===== src/hdl/rau_pkg.sv =====
// Shared types and constants for the rational arithmetic unit.
package rau_pkg;

    localparam int OPERAND_WIDTH_DEF = 16;

    // Operation codes carried on the input tuser
    localparam logic [2:0] MODE_ADD = 3'd0;
    localparam logic [2:0] MODE_SUB = 3'd1;
    localparam logic [2:0] MODE_MUL = 3'd2;
    localparam logic [2:0] MODE_DIV = 3'd3;
    localparam logic [2:0] MODE_EQ  = 3'd4;
    localparam logic [2:0] MODE_LT  = 3'd5;
    localparam logic [2:0] MODE_GT  = 3'd6;

    typedef enum logic [3:0] {
        ST_IDLE,
        ST_MUL0,
        ST_MUL1,
        ST_MUL2,
        ST_COMB,
        ST_CHK,
        ST_GCD,
        ST_DIV,
        ST_FIN
    } rau_state_t;

    typedef enum logic [3:0] {
        OP_NOP,
        OP_LOAD,
        OP_MUL0,
        OP_MUL1,
        OP_MUL2,
        OP_COMB,
        OP_GCD,
        OP_DIV_INIT,
        OP_DIV,
        OP_FIN
    } rau_op_t;

    typedef struct packed {
        logic early;
        logic gcd_done;
        logic div_last;
        logic out_free;
    } rau_status_t;

endpackage


===== src/hdl/rau_ctrl.sv =====
// Sequencer for the rational arithmetic unit.
module rau_ctrl
    import rau_pkg::*;
(
    input  logic        aclk,
    input  logic        aresetn,
    input  logic        s_tvalid,
    output logic        s_tready,
    input  rau_status_t status,
    output rau_op_t     op
);

    rau_state_t state_reg;
    rau_state_t state_next;

    // State register
    always_ff @(posedge aclk) begin
        if (!aresetn) begin
            state_reg <= ST_IDLE;
        end else begin
            state_reg <= state_next;
        end
    end

    // Next state
    always_comb begin
        state_next = state_reg;
        unique case (state_reg)
            ST_IDLE: if (s_tvalid) state_next = ST_MUL0;
            ST_MUL0: state_next = ST_MUL1;
            ST_MUL1: state_next = ST_MUL2;
            ST_MUL2: state_next = ST_COMB;
            ST_COMB: state_next = ST_CHK;
            ST_CHK: begin
                if (status.early) state_next = ST_FIN;
                else              state_next = ST_GCD;
            end
            ST_GCD: if (status.gcd_done) state_next = ST_DIV;
            ST_DIV: if (status.div_last) state_next = ST_FIN;
            ST_FIN: if (status.out_free) state_next = ST_IDLE;
            default: state_next = ST_IDLE;
        endcase
    end

    // Datapath commands
    always_comb begin
        op       = OP_NOP;
        s_tready = 1'b0;
        unique case (state_reg)
            ST_IDLE: begin
                s_tready = 1'b1;
                if (s_tvalid) op = OP_LOAD;
            end
            ST_MUL0: op = OP_MUL0;
            ST_MUL1: op = OP_MUL1;
            ST_MUL2: op = OP_MUL2;
            ST_COMB: op = OP_COMB;
            ST_CHK:  op = OP_NOP;
            ST_GCD: begin
                if (status.gcd_done) op = OP_DIV_INIT;
                else                 op = OP_GCD;
            end
            ST_DIV: op = OP_DIV;
            ST_FIN: if (status.out_free) op = OP_FIN;
            default: op = OP_NOP;
        endcase
    end

endmodule


===== src/hdl/rau_datapath.sv =====
// Multiplier, gcd and divider datapath of the rational arithmetic unit.
module rau_datapath
    import rau_pkg::*;
#(
    parameter int OPERAND_WIDTH = OPERAND_WIDTH_DEF
) (
    input  logic                     aclk,
    input  logic                     aresetn,
    input  rau_op_t                  op,
    output rau_status_t              status,
    input  logic [2:0]               mode_in,
    input  logic [OPERAND_WIDTH-1:0] a_num,
    input  logic [OPERAND_WIDTH-1:0] a_den,
    input  logic [OPERAND_WIDTH-1:0] b_num,
    input  logic [OPERAND_WIDTH-1:0] b_den,
    output logic [63:0]              out_data,
    output logic [2:0]               out_user,
    output logic                     out_valid,
    input  logic                     out_ready
);

    localparam int W  = OPERAND_WIDTH;
    localparam int MW = 2 * OPERAND_WIDTH;
    localparam int EW = (MW > 32) ? MW : 32;
    localparam int CW = $clog2(MW);

    typedef logic [W-1:0]  opmag_t;
    typedef logic [MW-1:0] mag_t;

    function automatic opmag_t mag_of(input logic [W-1:0] v);
        return v[W-1] ? (~v + 1'b1) : v;
    endfunction

    function automatic logic signed [MW:0] to_sv(input logic neg, input mag_t mag);
        logic signed [MW:0] e;
        e = $signed({1'b0, mag});
        return neg ? -e : e;
    endfunction

    function automatic logic outside32(input logic neg, input mag_t mag);
        logic [64:0] e;
        e = 65'(mag);
        return neg ? (e > 65'h0_8000_0000) : (e > 65'h0_7FFF_FFFF);
    endfunction

    function automatic logic [31:0] out32(input logic neg, input mag_t mag);
        logic [EW-1:0] e;
        logic [EW-1:0] v;
        e = EW'(mag);
        v = neg ? (~e + 1'b1) : e;
        return v[31:0];
    endfunction

    // Operand and product registers
    logic [2:0] mode_reg;
    opmag_t     an_mag_reg, ad_mag_reg, bn_mag_reg, bd_mag_reg;
    logic       an_neg_reg, ad_neg_reg, bn_neg_reg, bd_neg_reg;
    mag_t       p0_mag_reg, p1_mag_reg, p2_mag_reg;
    logic       p0_neg_reg, p1_neg_reg, p2_neg_reg;

    // Reduction registers
    logic       num_neg_reg, den_neg_reg;
    mag_t       ga_reg, gb_reg, nm_reg, dm_reg;
    mag_t       qn_reg, qd_reg;
    logic [MW:0] rn_rem_reg, rd_rem_reg;
    logic [CW-1:0] cnt_reg;

    // Early result registers
    logic        early_reg;
    logic [31:0] rn_e_reg, rd_e_reg;
    logic        cmp_reg, zerr_reg, ovf_reg;

    // Output register
    logic [63:0] out_data_reg;
    logic [2:0]  out_user_reg;
    logic        out_vld_reg;

    // Shared multiplier operand select
    opmag_t mx, my;
    logic   mx_neg, my_neg;
    mag_t   prod;
    logic   prod_neg;

    always_comb begin
        unique case (op)
            OP_MUL0: begin
                mx     = an_mag_reg;
                mx_neg = an_neg_reg;
                my     = (mode_reg == MODE_MUL) ? bn_mag_reg : bd_mag_reg;
                my_neg = (mode_reg == MODE_MUL) ? bn_neg_reg : bd_neg_reg;
            end
            OP_MUL1: begin
                mx     = bn_mag_reg;
                mx_neg = bn_neg_reg;
                my     = ad_mag_reg;
                my_neg = ad_neg_reg;
            end
            default: begin
                mx     = ad_mag_reg;
                mx_neg = ad_neg_reg;
                my     = (mode_reg == MODE_DIV) ? bn_mag_reg : bd_mag_reg;
                my_neg = (mode_reg == MODE_DIV) ? bn_neg_reg : bd_neg_reg;
            end
        endcase
        prod     = MW'(mx) * MW'(my);
        prod_neg = (mx_neg ^ my_neg) && (prod != '0);
    end

    // Combine products into numerator, denominator and compare outcome
    logic signed [MW:0]   l_sv, r_sv;
    logic signed [MW+1:0] sum, sum_abs;
    logic                 sum_neg;
    logic                 c_num_neg;
    mag_t                 c_num_mag;
    logic                 c_cmp;
    logic                 is_addsub;

    always_comb begin
        l_sv      = to_sv(p0_neg_reg, p0_mag_reg);
        r_sv      = to_sv(p1_neg_reg, p1_mag_reg);
        is_addsub = (mode_reg == MODE_ADD) || (mode_reg == MODE_SUB);
        if (mode_reg == MODE_SUB) sum = {l_sv[MW], l_sv} - {r_sv[MW], r_sv};
        else                      sum = {l_sv[MW], l_sv} + {r_sv[MW], r_sv};
        sum_neg = sum[MW+1];
        sum_abs = sum_neg ? -sum : sum;
        if (is_addsub) begin
            c_num_neg = sum_neg;
            c_num_mag = sum_abs[MW-1:0];
        end else begin
            c_num_neg = p0_neg_reg;
            c_num_mag = p0_mag_reg;
        end
        unique case (mode_reg)
            MODE_EQ: c_cmp = (l_sv == r_sv);
            MODE_LT: c_cmp = (l_sv < r_sv);
            MODE_GT: c_cmp = (l_sv > r_sv);
            default: c_cmp = 1'b0;
        endcase
    end

    // Binary gcd step, dividends shifted along while both are even
    mag_t ga_step, gb_step, nm_step, dm_step;
    logic gcd_done;

    always_comb begin
        ga_step  = ga_reg;
        gb_step  = gb_reg;
        nm_step  = nm_reg;
        dm_step  = dm_reg;
        gcd_done = ga_reg[0] && gb_reg[0] && (ga_reg == gb_reg);
        priority if (!ga_reg[0] && !gb_reg[0]) begin
            ga_step = ga_reg >> 1;
            gb_step = gb_reg >> 1;
            nm_step = nm_reg >> 1;
            dm_step = dm_reg >> 1;
        end else if (!ga_reg[0]) begin
            ga_step = ga_reg >> 1;
        end else if (!gb_reg[0]) begin
            gb_step = gb_reg >> 1;
        end else if (ga_reg > gb_reg) begin
            ga_step = (ga_reg - gb_reg) >> 1;
        end else if (gb_reg > ga_reg) begin
            gb_step = (gb_reg - ga_reg) >> 1;
        end else begin
            ga_step = ga_reg;
        end
    end

    // Restoring division step, numerator and denominator side by side
    logic [MW:0] rn_sh, rd_sh, div_ext;
    logic        n_ge, d_ge;

    always_comb begin
        div_ext = {1'b0, ga_reg};
        rn_sh   = {rn_rem_reg[MW-1:0], qn_reg[MW-1]};
        rd_sh   = {rd_rem_reg[MW-1:0], qd_reg[MW-1]};
        n_ge    = (rn_sh >= div_ext);
        d_ge    = (rd_sh >= div_ext);
    end

    // Datapath registers
    always_ff @(posedge aclk) begin
        unique case (op)
            OP_LOAD: begin
                mode_reg   <= mode_in;
                an_mag_reg <= mag_of(a_num);
                ad_mag_reg <= mag_of(a_den);
                bn_mag_reg <= mag_of(b_num);
                bd_mag_reg <= mag_of(b_den);
                an_neg_reg <= a_num[W-1];
                ad_neg_reg <= a_den[W-1];
                bn_neg_reg <= b_num[W-1];
                bd_neg_reg <= b_den[W-1];
            end
            OP_MUL0: begin
                p0_mag_reg <= prod;
                p0_neg_reg <= prod_neg;
            end
            OP_MUL1: begin
                p1_mag_reg <= prod;
                p1_neg_reg <= prod_neg;
            end
            OP_MUL2: begin
                p2_mag_reg <= prod;
                p2_neg_reg <= prod_neg;
            end
            OP_COMB: begin
                num_neg_reg <= c_num_neg;
                den_neg_reg <= p2_neg_reg;
                ga_reg      <= c_num_mag;
                gb_reg      <= p2_mag_reg;
                nm_reg      <= c_num_mag;
                dm_reg      <= p2_mag_reg;
                cmp_reg     <= 1'b0;
                zerr_reg    <= 1'b0;
                ovf_reg     <= 1'b0;
                rn_e_reg    <= 32'd0;
                rd_e_reg    <= 32'd1;
                early_reg   <= 1'b1;
                priority if (mode_reg[2]) begin
                    cmp_reg <= c_cmp;
                end else if (p2_mag_reg == '0) begin
                    zerr_reg <= 1'b1;
                    rd_e_reg <= 32'd0;
                end else begin
                    ovf_reg   <= outside32(c_num_neg, c_num_mag)
                               || outside32(p2_neg_reg, p2_mag_reg);
                    early_reg <= (c_num_mag == '0);
                end
            end
            OP_GCD: begin
                ga_reg <= ga_step;
                gb_reg <= gb_step;
                nm_reg <= nm_step;
                dm_reg <= dm_step;
            end
            OP_DIV_INIT: begin
                qn_reg     <= nm_reg;
                qd_reg     <= dm_reg;
                rn_rem_reg <= '0;
                rd_rem_reg <= '0;
                cnt_reg    <= '0;
            end
            OP_DIV: begin
                rn_rem_reg <= n_ge ? (rn_sh - div_ext) : rn_sh;
                rd_rem_reg <= d_ge ? (rd_sh - div_ext) : rd_sh;
                qn_reg     <= {qn_reg[MW-2:0], n_ge};
                qd_reg     <= {qd_reg[MW-2:0], d_ge};
                cnt_reg    <= cnt_reg + 1'b1;
            end
            OP_FIN: begin
                if (early_reg) out_data_reg <= {rd_e_reg, rn_e_reg};
                else out_data_reg <= {out32(den_neg_reg, qd_reg),
                                      out32(num_neg_reg, qn_reg)};
                out_user_reg <= {ovf_reg, zerr_reg, cmp_reg};
            end
            default: begin
                mode_reg <= mode_reg;
            end
        endcase
    end

    // Hold the result until the sink takes it
    always_ff @(posedge aclk) begin
        if (!aresetn) begin
            out_vld_reg <= 1'b0;
        end else if (op == OP_FIN) begin
            out_vld_reg <= 1'b1;
        end else if (out_ready) begin
            out_vld_reg <= 1'b0;
        end
    end

    assign status.early    = early_reg;
    assign status.gcd_done = gcd_done;
    assign status.div_last = (cnt_reg == CW'(MW - 1));
    assign status.out_free = !out_vld_reg || out_ready;

    assign out_data  = out_data_reg;
    assign out_user  = out_user_reg;
    assign out_valid = out_vld_reg;

endmodule


===== src/hdl/rational_arith_unit_core.sv =====
// Sequence: load, multiply steps MUL0 to MUL2, combine, check, then the gcd loop,
// 2*OPERAND_WIDTH divide steps and the load of the output register.
// Compare modes, zero results and zero denominators skip the gcd loop and divider.
// One item at a time: the next item is taken once the result is in the output
// register; the shared multiplier, gcd loop and bit-serial divider set the rate.
// Reset: synchronous, active low aresetn clears the sequencer and output valid.
module rational_arith_unit_core
    import rau_pkg::*;
#(
    parameter int OPERAND_WIDTH = OPERAND_WIDTH_DEF
) (
    input  logic                                       aclk,
    input  logic                                       aresetn,
    input  logic                                       s_tvalid,
    output logic                                       s_tready,
    // a_num, a_den, b_num, b_den from the lowest bit up, zero padded
    input  logic [((4*OPERAND_WIDTH+7)/8)*8-1:0]      s_tdata,
    // mode
    input  logic [2:0]                                 s_tuser,
    output logic                                       m_tvalid,
    input  logic                                       m_tready,
    // res_num, res_den from the lowest bit up
    output logic [63:0]                                m_tdata,
    // cmp_true, zero_den_error, overflow from the lowest bit up
    output logic [2:0]                                 m_tuser
);

    localparam int W = OPERAND_WIDTH;

    rau_op_t     op;
    rau_status_t status;

    rau_ctrl u_ctrl (
        .aclk     (aclk),
        .aresetn  (aresetn),
        .s_tvalid (s_tvalid),
        .s_tready (s_tready),
        .status   (status),
        .op       (op)
    );

    rau_datapath #(
        .OPERAND_WIDTH (OPERAND_WIDTH)
    ) u_datapath (
        .aclk      (aclk),
        .aresetn   (aresetn),
        .op        (op),
        .status    (status),
        .mode_in   (s_tuser),
        .a_num     (s_tdata[W-1:0]),
        .a_den     (s_tdata[2*W-1:W]),
        .b_num     (s_tdata[3*W-1:2*W]),
        .b_den     (s_tdata[4*W-1:3*W]),
        .out_data  (m_tdata),
        .out_user  (m_tuser),
        .out_valid (m_tvalid),
        .out_ready (m_tready)
    );

`ifndef ASSERT_OFF
    // No second item is taken straight after one
    a_one_at_a_time: assert property (@(posedge aclk) disable iff (!aresetn)
        s_tvalid && s_tready |=> !s_tready)
        else $error("item accepted while previous one in progress");

    // A zero denominator result is all zeros
    a_zero_den_result: assert property (@(posedge aclk) disable iff (!aresetn)
        m_tvalid && m_tuser[1] |-> (m_tdata == 64'd0) && !m_tuser[2] && !m_tuser[0])
        else $error("zero denominator result not cleared");

    // Comparison outcome comes with 0/1
    a_cmp_result: assert property (@(posedge aclk) disable iff (!aresetn)
        m_tvalid && m_tuser[0] |-> (m_tdata == 64'h0000_0001_0000_0000))
        else $error("comparison result not 0/1");
`endif

endmodule


===== config.mk =====
export PLATFORM = sky130hd
export DESIGN_NAME = rational_arith_unit_core
export DESIGN_NICKNAME = d
export VERILOG_FILES = /design/src/hdl/rau_pkg.sv /design/src/hdl/rau_ctrl.sv /design/src/hdl/rau_datapath.sv /design/src/hdl/rational_arith_unit_core.sv
export SDC_FILE = /design/constraint.sdc
export NUM_CORES = 2
export LEC_CHECK = 0
export BUFFER_PORTS_ARGS = -buffer_cell sky130_fd_sc_hd__clkbuf_2
export CELL_PAD_IN_SITES_DETAIL_PLACEMENT = 0
export CELL_PAD_IN_SITES_GLOBAL_PLACEMENT = 2
export CORE_MARGIN = 1
export CORE_UTILIZATION = 41
export DETAILED_ROUTE_END_ITERATION = 12
export PLACE_DENSITY_LB_ADDON = 0.2
export SLEW_MARGIN = 20
export SYNTH_ARGS = -nofsm -noshare
export SYNTH_HDL_FRONTEND = slang
export SYNTH_SLANG_ARGS = --single-unit

===== constraint.sdc =====
create_clock -name aclk -period 11.74 [get_ports aclk]
set_input_delay 0.587 -clock aclk [delete_from_list [all_inputs] [get_ports aclk]]
set_output_delay 0.587 -clock aclk [all_outputs]
set_load 0.01 [all_outputs]

==> key figures <==
Clock tree
  • Clock Sinks: 510
  • H-Tree Level Count: 2
  • TritonCTS clock tree: done
  • CTS Root Cell: clkbuf_16
  • Setup Buffers After CTS: 0
  • Latest clock arrival within the worst-skew pair: 0.70 ns
  • Post-CTS sizing: 0
  • Hold_buf cts: 0
  • Clk buf depth: 3
  • Reg clk slew, reported paths: 0.07 ns
  • Inserted Clock Buffers: 58

Critical path
  • CP Capture Type: flop
  • CP Class: flop to flop
  • Reg-to-reg slack, setup: 2.38 ns
  • WP data required: 12.11 ns
  • R2r startpoint: u_ctrl.state_reg[1]
  • Max FO, Critical Path: 29
  • Worst Path Arrival: 9.74 ns
  • Critical Path Start Type: flop
  • Worst Setup SP: u_ctrl.state_reg[1]
  • R2r worst-path depth: 25
  • R2r endpoint: u_datapath.p2_neg_reg

Logic synthesis
  • Post-synth top area cell: edfxtp_1
  • Post-synthesis register bit count: 510
  • Sequential share of the synthesized area: 34.19%
  • Synthesized area per cell: 9.208 um2
  • Synth top area cells: edfxtp_1, fa_1, ha_1
  • Top cell type's share of synthesized area: 33.97%
  • Post-synth cell types: 88
  • Ys flop type: edfxtp_1
  • Post-synth ARST share: 0%
  • Synth warn: 0
  • Count leader, synth: nand2_1
  • Synth top cells by count: nand2_1, edfxtp_1, nor2_1, inv_1, ha_1
  • Synth Cell Area: 0.04464 mm2
  • Post-synth EDFFs: 505
  • Mapped Nets: 5431
  • Synth Instances: 4848

Floorplanning
  • IO Pins: 140
  • Starting Density: 41.53%
  • Die area: 0.1102 mm2
  • Core footprint: 0.1075 mm2
  • Row cnt: 120
  • Die height: 332.0 um
  • Die X: 332.0 um

Route
  • Vias per Instance: 5.697
  • WL final: 149100 um
  • DRC viols: 0
  • Drt pass-1 iters: 6
  • Initial DRC count: 2896
  • Routed WL per cell: 23.50 um
  • Antenna-violating nets left: 0
  • Via count: 36149

Place
  • HPWL Detailed: 117900 um
  • Post-DP Area: 0.04684 mm2
  • Global placer's final weighted congestion: 0.9137
  • Placed insts: 6231
  • Buffers on Ports: 139

Timing
  • Max-slew violations: 0
  • Post-route clock period utilization: 79.77%
  • FMAX: 106.8 MHz
  • Final Skew: 0.06033 ns
  • Final setup vio count: 0
  • Rel. slew slack: 21.95%
  • Total negative slack: 0 ns
  • Final hold vios: 0
  • Slew @ Worst Pin: 1.168 ns
  • RSZ-0062 raised after global routing: no
  • Tmin final: 9.365 ns

Hold path
  • Hold Startpoint: s_tuser[2]
  • Hold Path Class: input pin to flop
  • Hold Path Sink: u_datapath.mode_reg[2]
  • Worst hold path depth: 1

Layout
  • Final #Nets: 5472
  • Post-Layout Cell Count: 6345
  • Synth-to-Final Area Change: 9.325%
  • Post-layout util: 45.40%
  • Layout cells sized above 1: 8.949%
  • Post-route cell area: 0.04880 mm2
  • Number of flip-flops in the largest register: 64

Status
  • Status: completed

Flow run
  • Max Cap Viol: 0

Global routing
  • Global-route wire length before repair: 223800 um
  • Initial antenna violation count: 1
  • Gr usage total: 26.64%
  • Pin count of the biggest net entering global routing: 131
  • Vias in the first global route: 35163
  • Total grt overflow: 0
## stage by stage
step | setup slack, ns | hold slack, ns
2_1_floorplan | 2.796 | 0.4003
3_3_place_gp | 2.598 | 0.4055
3_5_place_dp | 2.485 | 0.4045
4_1_cts | 2.456 | 0.08090
5_1_grt | 1.770 | 0.09736
6_report | 2.375 | 0.1259
## critical path, cell delays in order, from the launching register on
cell and delay (ns):
dfxtp_2 0.55, nor2b_1 0.42, nand2_1 0.66, o21ai_1 0.99, nor2_1 0.17, fa_1 0.54
fa_1 0.52, fa_1 0.53, fa_1 0.54, fa_1 0.55, inv_1 0.06, fa_1 0.61
inv_1 0.07, ha_1 0.36, a21o_1 0.18, a21o_1 0.19, a21o_1 0.19, a21oi_1 0.14
nor2b_1 0.06, a311oi_1 0.50, o21ai_0 0.15, a21o_1 0.22, xor2_1 0.18, nand3b_1 0.20
nor4b_1 0.32, a31oi_1 0.17
## worst max path at each step
| stage | endpoint | slack (ns) | cells after the start |
|---|---|---|---|
| after floorplan | u_datapath.p0_neg_reg | 2.80 | 31 |
| after global placement | u_datapath.p0_neg_reg | 2.60 | 27 |
| after detailed placement | u_datapath.p0_neg_reg | 2.49 | 25 |
| after CTS | u_datapath.p2_neg_reg | 2.46 | 27 |
| after global routing | u_datapath.p0_neg_reg | 1.77 | 28 |
| final | u_datapath.p2_neg_reg | 2.38 | 25 |
## cell type report
cell class / count / area, um2
fillers: 10549 / 58700
well taps: 1403 / 1755
inverters: 442 / 1659
multi-input cells: 3677 / 27010
clock inverters: 47 / 461.7
clock buffers: 63 / 1470
repair buffers: 200 / 1174
diodes: 3 / 7.507
flip-flops and latches: 510 / 15270
## per-layer routing
metal  track usage (%)  wire [um]
met1             35.01      64440
met2             44.82      71520
met4             11.09       6535
met3             2.569       6583
met5                 0          0
## placed cells by master (no fill, tap or decap), types with 25 or more instances in the layout
cell,netlist,final
nand2_1,548,548
edfxtp_1,505,505
nor2_1,472,467
inv_1,442,441
ha_1,312,312
a21oi_1,301,300
o21ai_0,251,249
xnor2_1,224,224
fa_1,200,200
clkbuf_2,0,139
xor2_1,123,123
a21o_1,96,96
nor3_1,96,94
or3_1,62,62
mux2_2,59,59
buf_4,0,59
o31ai_1,58,58
clkbuf_16,0,58
nor2b_1,55,54
mux2i_1,54,54
nand2b_1,52,51
nor4_1,46,46
nand3_1,48,45
nand4_1,38,38
a221oi_1,34,33
o41ai_1,31,30
a211oi_1,31,30
o21a_1,29,29
and2_1,29,28
o21bai_1,27,27
or4_1,26,26
a31oi_1,26,25
## kinds of logic after synthesis
kind of cell | share of synthesized area, %
AND/OR/NAND/NOR | 16.50
AO/OA/AOI/OAI | 16.46
buffers and inverters | 5.620
adder cells (fa/ha/maj) | 17.71
flip-flops | 34.19
XOR/XNOR | 6.808
multiplexers | 2.699
Power is left out: the tool's default activity adds up to more than one toggle a clock period on the data nets, which glitch-free logic cannot reach.
